`src/rtl/core/multi_key_auto_repeat_defines.svh`:
```
// Assertion macros shared by the multi-key auto-repeat RTL.
`ifndef MULTI_KEY_AUTO_REPEAT_DEFINES_SVH
`define MULTI_KEY_AUTO_REPEAT_DEFINES_SVH
`ifndef SYNTH
// Checked property, disabled while reset is high.
`define MKAR_ASSERT(label, clk, rst, prop, msg) \
   label: assert property (@(posedge clk) disable iff (rst) prop) else $error(msg);
// Checked property that is also evaluated during reset.
`define MKAR_ASSERT_ALWAYS(label, clk, prop, msg) \
   label: assert property (@(posedge clk) prop) else $error(msg);
`else
`define MKAR_ASSERT(label, clk, rst, prop, msg)
`define MKAR_ASSERT_ALWAYS(label, clk, prop, msg)
`endif
`endif

```
`src/rtl/core/mkar_pkg.sv`:
```
// Types and constants of the multi-key auto-repeat block.
package mkar_pkg;

   localparam int CNT_W     = 10;
   localparam int HELD_W    = 4;
   localparam int DIR_W     = 2;
   localparam int CSR_IDX_W = 2;

   localparam logic [CNT_W-1:0] CNT_MAX        = '1;
   localparam logic [CNT_W-1:0] DELAY_RESET    = 10'd20;
   localparam logic [CNT_W-1:0] INTERVAL_RESET = 10'd5;

   localparam logic [CSR_IDX_W-1:0] CSR_INITIAL_DELAY   = 2'd0;
   localparam logic [CSR_IDX_W-1:0] CSR_REPEAT_INTERVAL = 2'd1;

   typedef struct packed {
      logic [CNT_W-1:0] initial_delay;
      logic [CNT_W-1:0] repeat_interval;
   } cfg_type;

endpackage

```
`src/rtl/core/mkar_dir_cell.sv`:
```
// Per-direction hold counter and repeat state for one direction button.
`include "multi_key_auto_repeat_defines.svh"

module mkar_dir_cell (
   input  logic              clock,
   input  logic              reset,
   input  logic              step,
   input  logic              held,
   input  mkar_pkg::cfg_type cfg,
   output logic              fire
);

   logic [mkar_pkg::CNT_W-1:0] frame_count_ff, frame_count_in;
   logic                       was_pressed_ff, was_pressed_in;
   logic                       repeating_ff, repeating_in;
   logic [mkar_pkg::CNT_W-1:0] bumped;

   assign bumped = (frame_count_ff == mkar_pkg::CNT_MAX) ? mkar_pkg::CNT_MAX
                                                         : frame_count_ff + 1'b1;

   always_comb begin
      frame_count_in = frame_count_ff;
      was_pressed_in = was_pressed_ff;
      repeating_in   = repeating_ff;
      fire           = 1'b0;
      if (!held) begin
         frame_count_in = '0;
         was_pressed_in = 1'b0;
         repeating_in   = 1'b0;
      end else if (!was_pressed_ff) begin
         // First held frame: count is one, or fires if delay <= 1.
         was_pressed_in = 1'b1;
         if (cfg.initial_delay <= mkar_pkg::CNT_W'(1)) begin
            fire           = 1'b1;
            repeating_in   = 1'b1;
            frame_count_in = '0;
         end else begin
            repeating_in   = 1'b0;
            frame_count_in = mkar_pkg::CNT_W'(1);
         end
      end else if (!repeating_ff) begin
         if (bumped >= cfg.initial_delay) begin
            fire           = 1'b1;
            repeating_in   = 1'b1;
            frame_count_in = '0;
         end else begin
            frame_count_in = bumped;
         end
      end else begin
         if (bumped >= cfg.repeat_interval) begin
            fire           = 1'b1;
            frame_count_in = '0;
         end else begin
            frame_count_in = bumped;
         end
      end
   end

   always_ff @(posedge clock) begin
      if (reset) begin
         frame_count_ff <= '0;
         was_pressed_ff <= 1'b0;
         repeating_ff   <= 1'b0;
      end else if (step) begin
         frame_count_ff <= frame_count_in;
         was_pressed_ff <= was_pressed_in;
         repeating_ff   <= repeating_in;
      end
   end

   `MKAR_ASSERT(a_repeat_needs_hold, clock, reset, repeating_ff |-> was_pressed_ff, "repeat without hold")
   `MKAR_ASSERT(a_idle_count_zero, clock, reset, !was_pressed_ff |-> (frame_count_ff == '0), "count kept after release")
   `MKAR_ASSERT(a_release_clears, clock, reset, (step && !held) |=> !was_pressed_ff && !repeating_ff, "release did not clear")

endmodule

```
`src/rtl/core/mkar_prio_enc.sv`:
```
// Lowest-index pick among the directions that fired this frame.
module mkar_prio_enc #(
   parameter int NUM_DIRECTIONS = 4
) (
   input  logic [NUM_DIRECTIONS-1:0]  fire_vec,
   output logic                       any_fire,
   output logic [mkar_pkg::DIR_W-1:0] first_dir
);

   always_comb begin
      first_dir = '0;
      for (int i = NUM_DIRECTIONS - 1; i >= 0; i--) begin
         if (fire_vec[i]) begin
            first_dir = mkar_pkg::DIR_W'(i);
         end
      end
   end

   assign any_fire = |fire_vec;

endmodule

```
`src/rtl/core/multi_key_auto_repeat.sv`:
```
// Top level of the multi-key auto-repeat block.
// Each request beat is one frame tick with the mask of held direction buttons; each
// accepted beat yields exactly one response beat that flags whether any direction fired
// and names the lowest one that did. A beat is registered at the input, then all
// direction counters update as the response register is loaded; a response is
// offered from the response register, and a stalled response holds the beat in the
// input register. One beat is taken every cycle as long as the response side keeps
// taking beats. Direction counters saturate at 1023. Configuration writes take
// effect on the next frame and belong to idle periods.
`include "multi_key_auto_repeat_defines.svh"

module multi_key_auto_repeat #(
   parameter int NUM_DIRECTIONS = 4
) (
   input  logic                           clock,
   input  logic                           reset,
   input  logic                           req_valid,
   output logic                           req_stall,
   input  logic [mkar_pkg::HELD_W-1:0]    req_held_buttons,
   output logic                           rsp_valid,
   input  logic                           rsp_stall,
   output logic                           rsp_fire_valid,
   output logic [mkar_pkg::DIR_W-1:0]     rsp_fire_direction,
   input  logic                           csr_write_enable,
   input  logic [mkar_pkg::CSR_IDX_W-1:0] csr_index,
   input  logic [mkar_pkg::CNT_W-1:0]     csr_write_data
);

   mkar_pkg::cfg_type cfg_ff;

   logic                        s1_valid_ff;
   logic [mkar_pkg::HELD_W-1:0] s1_held_ff;
   logic                        rsp_valid_ff;
   logic                        rsp_fire_valid_ff, rsp_fire_valid_in;
   logic [mkar_pkg::DIR_W-1:0]  rsp_fire_direction_ff, rsp_fire_direction_in;
   logic                        advance;
   logic                        s1_ready;
   logic [NUM_DIRECTIONS-1:0]   fire_vec;

   always_ff @(posedge clock) begin
      if (reset) begin
         cfg_ff.initial_delay   <= mkar_pkg::DELAY_RESET;
         cfg_ff.repeat_interval <= mkar_pkg::INTERVAL_RESET;
      end else if (csr_write_enable) begin
         unique case (csr_index)
            mkar_pkg::CSR_INITIAL_DELAY:   cfg_ff.initial_delay   <= csr_write_data;
            mkar_pkg::CSR_REPEAT_INTERVAL: cfg_ff.repeat_interval <= csr_write_data;
            default: ;
         endcase
      end
   end

   // The frame in the input register moves on whenever the response slot is free or its beat is being taken.
   assign advance   = s1_valid_ff && (!rsp_valid_ff || !rsp_stall);
   assign s1_ready  = !s1_valid_ff || advance;
   assign req_stall = !s1_ready;

   always_ff @(posedge clock) begin
      if (reset) begin
         s1_valid_ff <= 1'b0;
      end else if (s1_ready) begin
         s1_valid_ff <= req_valid;
      end
   end

   always_ff @(posedge clock) begin
      if (s1_ready && req_valid) begin
         s1_held_ff <= req_held_buttons;
      end
   end

   for (genvar d = 0; d < NUM_DIRECTIONS; d++) begin : g_dir
      logic held;
      // Directions beyond the width of the button mask are never held.
      if (d < mkar_pkg::HELD_W) begin : g_held
         assign held = s1_held_ff[d];
      end else begin : g_none
         assign held = 1'b0;
      end
      mkar_dir_cell u_cell (
         .clock (clock),
         .reset (reset),
         .step  (advance),
         .held  (held),
         .cfg   (cfg_ff),
         .fire  (fire_vec[d])
      );
   end

   mkar_prio_enc #(
      .NUM_DIRECTIONS (NUM_DIRECTIONS)
   ) u_prio (
      .fire_vec  (fire_vec),
      .any_fire  (rsp_fire_valid_in),
      .first_dir (rsp_fire_direction_in)
   );

   always_ff @(posedge clock) begin
      if (reset) begin
         rsp_valid_ff <= 1'b0;
      end else if (advance) begin
         rsp_valid_ff <= 1'b1;
      end else if (!rsp_stall) begin
         rsp_valid_ff <= 1'b0;
      end
   end

   always_ff @(posedge clock) begin
      if (advance) begin
         rsp_fire_valid_ff     <= rsp_fire_valid_in;
         rsp_fire_direction_ff <= rsp_fire_direction_in;
      end
   end

   assign rsp_valid          = rsp_valid_ff;
   assign rsp_fire_valid     = rsp_fire_valid_ff;
   assign rsp_fire_direction = rsp_fire_direction_ff;

   `MKAR_ASSERT(a_no_fire_dir_zero, clock, reset, (rsp_valid_ff && !rsp_fire_valid_ff) |-> (rsp_fire_direction_ff == '0), "direction set without a firing")
   `MKAR_ASSERT(a_stall_needs_item, clock, reset, req_stall |-> (s1_valid_ff && rsp_valid_ff), "input stalled with room")
   `MKAR_ASSERT(a_advance_loads_rsp, clock, reset, advance |=> rsp_valid_ff, "advanced frame lost")
   `MKAR_ASSERT_ALWAYS(a_reset_empties, clock, reset |=> (!s1_valid_ff && !rsp_valid_ff), "pipeline not empty after reset")

endmodule
```
`config.mk`:
```
export PLATFORM = sky130hd
export DESIGN_NAME = multi_key_auto_repeat
export DESIGN_NICKNAME = d
export VERILOG_FILES = /design/src/rtl/core/mkar_pkg.sv /design/src/rtl/core/mkar_dir_cell.sv /design/src/rtl/core/mkar_prio_enc.sv /design/src/rtl/core/multi_key_auto_repeat.sv
export VERILOG_INCLUDE_DIRS = /design/src /design/src/rtl/core
export SDC_FILE = /design/constraint.sdc
export NUM_CORES = 1
export LEC_CHECK = 0
export ABC_AREA = 1
export BUFFER_PORTS_ARGS = -buffer_cell sky130_fd_sc_hd__buf_2
export CAP_MARGIN = 30
export CORE_UTILIZATION = 57
export CTS_CLUSTER_DIAMETER = 120
export DETAILED_ROUTE_END_ITERATION = 6
export PLACE_DENSITY_LB_ADDON = 0.08
export SLEW_MARGIN = 15
export SYNTH_ARGS = -nofsm -noshare
export SYNTH_HDL_FRONTEND = slang
export SYNTH_SLANG_ARGS = --single-unit
```
`constraint.sdc`:
```
create_clock -name clock -period 2.5 [get_ports clock]
set_input_delay 0 -clock clock [delete_from_list [all_inputs] [get_ports clock]]
set_output_delay 0 -clock clock [all_outputs]
set_load 0.03 [all_outputs]
```
# Word level (Yosys, flattened, before mapping)
# Cells that the tools add are included.
# totals
ff_bits,77
wordCells,119
mem_bits_ro,0
inputBits,21
latchBits,0
mem_bits_rw,0
memories,0
out_inout_bits,5
# op_classes
bitwise,0
n_mux,67
shifts,0
n_addsub,4
multipliers,0
n_reduce_logical,13
n_eq_ne,6
n_lt_le_gt_ge,9
div,0
# op_table
op,n
$mux 10,24
$ge 10x10->1,8
$mux 1,41
$add 10x1->10 const B,4
$eq 10x10->1 const B,4
$le 10x1->1 const B,1
$logic_not 1->1,4
$mux 2,2
$reduce_and 2->1,2
$reduce_or 4->1,1
$eq 2x1->1 const B,1
$logic_and 1x1->1,2
$logic_not 2->1,1
$logic_or 1x1->1,2
$ne 2x1->1 const B,1
$reduce_or 2->1,1

# Depth between registers and ports, before layout
# depth
ltp_word,10
mapped_depth,21
ltp_nobuf,21

# Modules after synthesis
# A second synthesis with hierarchy kept.
# hier_totals
hier_cells,972
area_unflattened_um2,6338.6
# modules_own_cells
module,seq_area_each_um2,cells_each,instances,area_each_um2
mkar_dir_cell,240.2,205,4,1285.0
multi_key_auto_repeat,650.6,143,1,1152.4
mkar_prio_enc,0.0,9,1,46.3

# Worst setup path before layout
# OpenSTA, ideal clock, no wires.
# synth_path
kind,register -> register
start,register g_dir[0].u_cell.frame_count_ff[0] in the netlist's numbering
end,"register rsp_fire_valid_ff (netlist: rsp_fire_valid), data pin"
path_buffers,0
synth_period_minus_slack_ps,2526
t_required_ps,2237
setup_ps,263
t_arrival_ps,2263
slack_ps,-26
stages_incl_launch_ff,18
cell_sequence,dfxtp_1 -> ha_1 -> nand2_1 -> nor3_4 -> nand2_2 -> nor2_4 -> nand3_4 -> nand2_2 -> inv_1 -> ha_1 -> o21ai_0 -> nand2_1 -> nand3_1 -> nand3_1 -> a21oi_1 -> nor2_1 -> nor2_1 -> nand3_1
# synth_via
elab_chain_len,8
elab_cells_between_ends,11
cone_classes,add/sub (1); order compare (2); eq/ne (1); mux (6); reduce/logical (1)
# synth_rtl
element,line_no,source
"start, declared",mkar_dir_cell.sv:13,"logic [mkar_pkg::CNT_W-1:0] frame_count_ff, frame_count_in;"
"start signal, assigned",mkar_dir_cell.sv:65,frame_count_ff <= frame_count_in;
$add 10x1->10 / $eq 10x10->1 (equally long branches),"mkar_dir_cell.sv:19, mkar_dir_cell.sv:18",
$mux 10 (*),mkar_dir_cell.sv:18,assign bumped = (frame_count_ff == mkar_pkg::CNT_MAX) ? mkar_pkg::CNT_MAX
"$ge 10x10->1, on equally long branches","mkar_dir_cell.sv:42, mkar_dir_cell.sv:50",
"$mux 1, on equally long branches","mkar_dir_cell.sv:42, mkar_dir_cell.sv:50",
$mux 1 (*),mkar_dir_cell.sv:41,end else if (!repeating_ff) begin
$mux 1 (*),mkar_dir_cell.sv:30,end else if (!was_pressed_ff) begin
$mux 1 (*),mkar_dir_cell.sv:26,if (!held) begin
$reduce_or 4->1 (*),mkar_prio_enc.sv:19,assign any_fire = |fire_vec;
named net rsp_fire_valid_in,multi_key_auto_repeat.sv:34,"logic rsp_fire_valid_ff, rsp_fire_valid_in;"
"end signal, assigned",multi_key_auto_repeat.sv:110,rsp_fire_valid_ff <= rsp_fire_valid_in;
"end, declared",multi_key_auto_repeat.sv:34,
# Mark *: on every way through the listed nets, which the timed path passes. The rest lies on a longest branch.
# A chain may end at the register's enable or synchronous reset.

# Worst setup path in the final report
# layout_path
start,register g_dir[1].u_cell.frame_count_ff[1] in the netlist's numbering
end,"register rsp_fire_valid_ff (netlist: rsp_fire_valid), data pin"
# layout_via
elab_chain_len,8
elab_cells_between_ends,11
cone_classes,add/sub (1); order compare (2); eq/ne (1); mux (6); reduce/logical (1)
# layout_rtl
element,line_no
"start, declared",mkar_dir_cell.sv:13
"start signal, assigned",mkar_dir_cell.sv:65
$add 10x1->10 / $eq 10x10->1 (equally long branches),"mkar_dir_cell.sv:19, mkar_dir_cell.sv:18"
$mux 10 (*),mkar_dir_cell.sv:18
"$ge 10x10->1, on equally long branches","mkar_dir_cell.sv:42, mkar_dir_cell.sv:50"
"$mux 1, on equally long branches","mkar_dir_cell.sv:42, mkar_dir_cell.sv:50"
$mux 1 (*),mkar_dir_cell.sv:41
$mux 1 (*),mkar_dir_cell.sv:30
$mux 1 (*),mkar_dir_cell.sv:26
$reduce_or 4->1 (*),mkar_prio_enc.sv:19
named net rsp_fire_valid_in,multi_key_auto_repeat.sv:34
# Marked as above.

==> impl_results.md <==
* Status: finished, violations left
* Failing checks: setup timing
* Antenna diodes at 0
* RD Place Congestion at roughly 0.90
* CP Max Fanout at 6
* Max Cap Viol at 0
* Yosys warning count at 0
* P per Cell Area at 338 nW/um^2
* #FFs+latches synth at 77
* TritonCTS Buffers at 9
* Final setup viols at 47
* CP bufs+invs at 1
* Arrival time at the worst endpoint at 3030 ps
* Clock Latency Late Sink at 390 ps
* Synth async-reset ratio at 0%
* Placed instance area at 6430 um^2
* CTS Root Buffer Type: clkbuf_8
* Die area at 10300 um^2
* Min-Delay Path Class: input pin to flop
* Period utilization at 116%
* Final hold slack at 84.5 ps
* Worst setup path endpoint: rsp_fire_valid
* Stages on worst setup path at 17
* Yosys cell types at 34
* Top post-synthesis cells by count: nand2_1, inv_1, a21oi_1
* DR WL/cell at a little over 20 um
* Unrepaired setup endpoints after global routing: true
* Peak Freq at 0.344 GHz
* Fin area at around 8700 um^2
* Post-route ant nets at 0
* CP top delay family: simple AND/OR/NAND/NOR gates
* Pre-CTS setup slack at -310 ps
* Area grow syn2layout at 52.6%
* All-Layer GR Usage at 34.4%
* Final max-slew violation count at 0
* Crit path launch type: flop
* Synth Flop Type: dfxtp_1
* Mapped cell area at approximately 5700 um^2
* Largest net degree at the start of global routing at 50
* Initial DRC count at 571
* Final hold viol count at 0
* Vias per std cell at around 6.2
* CTS Buffer Depth at 2
* Share of Yosys cell area claimed by the top area cell type at about a quarter
* Mapped Cells at ~830
* # DRC at 0
* Die Span X at 102 um
* # rows at 36
* Clk sinks at 77
* CP cell instances: ha_4, nand2_4, nor2_4, nand3_2, nor2_4, nand4_4, nand2_2, inv_2, ha_1, o21ai_1, nand2_1, nand3_2, nand3_4, o21ai_2, nor2_1, nor2_2, nand3_1
* First-pass GRT wire length at approximately 27000 um
* Worst slew pin tran at 764 ps
* # IOs at 26
* R2r endpoint: rsp_fire_valid
* Required time of the critical path at 2630 ps
* HPWL Detailed at 11500 um
* H-tree Lvls at 3
* Most area-consuming cells after synthesis: dfxtp_1, ha_1, nand2_1
* Most common cell in the netlist: nand2_1
* Final WS setup at -404 ps
* CTS tree: yes
* Core area at 9680 um^2
* Worst setup path startpoint: g_dir[1].u_cell.frame_count_ff[1]
* Worst r2r src: g_dir[1].u_cell.frame_count_ff[1]
* Worst R2R Setup Slack at -400 ps
* Die Y at 102 um
* Period minus WS final at 2900 ps
* Sequential element share of the synthesized area at 28.4%
* Initial core utilization at between 50% and 60%
* Pre-Repair DR Iteration Count at 6
* CP max stage delay at 370 ps
* Lkg Pwr at 3.94 nW
* Initial antenna violation count at 0
* Global route overflow at 0
* Critical path class: flop to flop
* Mean Syn Cell Area at 6.81 um^2
* PortBufs at 25
* Critical Path Slowest Stage Cell: dfxtp_2
* Crit path capture type: flop
* Via count at 6964
* Clk slew on worst S/H paths at approximately 100 ps
* Number of synthesized flops with an enable pin at 7
* Worst r2r path cells at 17
* Post-synth top area cell: dfxtp_1
* Synthesized net count at about 940
* Final wirelength at ~23000 um
* NumNets Final at 1088
* Peak supply drop at 0.000390 V
* Vias in the first global route at 5966
* Layout cells sized above 1 at 41.2%
* Max_slew headroom at 49.0%
* Post-Route Skew at 12.4 ps
[registers in the layout, summed over array words and instances, names as in the netlist]
signal,flops
cfg_ff,20
g_dir.u_cell.frame_count_ff,40
g_dir.u_cell.repeating_ff,4
g_dir.u_cell.was_pressed_ff,4
rsp_fire_direction,2
rsp_fire_valid,1
rsp_valid,1
s1_held_ff,4
s1_valid_ff,1
[how the worst min path moves through the flow]
stage	depth (start not counted)	startpoint	slack (ps)	to
after floorplan	0	req_held_buttons[0]	100	s1_held_ff[0]
after global placement	1	req_held_buttons[2]	180	s1_held_ff[2]
after detailed placement	1	req_held_buttons[2]	180	s1_held_ff[2]
after CTS	5	csr_index[0]	60	cfg_ff[12]
after global routing	5	csr_index[1]	90	cfg_ff[12]
final	5	csr_index[0]	80	cfg_ff[12]
[cells by family after synthesis]
family / after synthesis / synth area share, %
buf+inv: 125 / 8.34
simple gates: 392 / 29.8
xor+xnor: 9 / 1.39
compound gates: 145 / 13.6
flops: 77 / 28.4
fa+ha+maj: 84 / 18.5
[where the power goes]
part           internal, mW  leakage (nW)  switching (mW)
Combinational         0.174          3.19           0.317
Clock                 0.568         0.106           0.568
Sequential             1.27         0.642          0.0280
[worst min-delay path, stage by stage]
cell and delay (ps):
buf_2 90, nor3_1 60, buf_4 150, nand2_1 60
o211ai_1 70
[what timing repair did]
| item | CTS | global route |
|---|---|---|
| resized for setup | 111 | 216 |
| buffers inserted | 19 | 26 |
| pin swaps | 42 | 88 |
| cloned | 1 | 3 |
| hold buffers | 16 | 0 |
| endpoints found under the setup margin | 45 | 47 |
| hold endpoints to repair | 26 | 0 |
[per-stage QoR]
step / cells / util [%] / TNS [ps] / power [mW]
floorplan: 832 / - / -12.6 / 1.53
global placement: 1042 / 66.4 / -3110 / 1.63
detailed placement: 1042 / 66.4 / -5890 / 1.65
CTS: 1094 / 76.1 / -974 / 2.78
global route: 1121 / 89.3 / -16080 / 3.02
finish: 1121 / 89.3 / -11190 / 2.93
[final cells by class]
type,count,area [um^2]
Timing Repair Buffer,154,1200
Clock inverter,7,97.6
Fill cell,427,1030
Clock buffer,9,124
Tap cell,133,166
Sequential cell,77,1630
Inverter,110,415
Multi-Input combinational cell,631,5010
[layer usage]
layer	vias up	track usage [%]	part of all wire, %
li1	3035	-	-
met1	3241	40.6	36
met5	-	0	0
met2	494	58.2	48
met4	0	20.7	7.9
met3	194	6.07	8.5
[cells in the final DEF (no fill, tap or decap), types with 32 or more instances in the layout]
cell type	n
dfxtp_1	60
inv_1	99
ha_4	36
a21oi_1	49
buf_4	97
nand2_2	32
nand2_1	175
nor2_1	45
ha_1	48
a21oi_2	39
(Power assumes the default switching activity.)
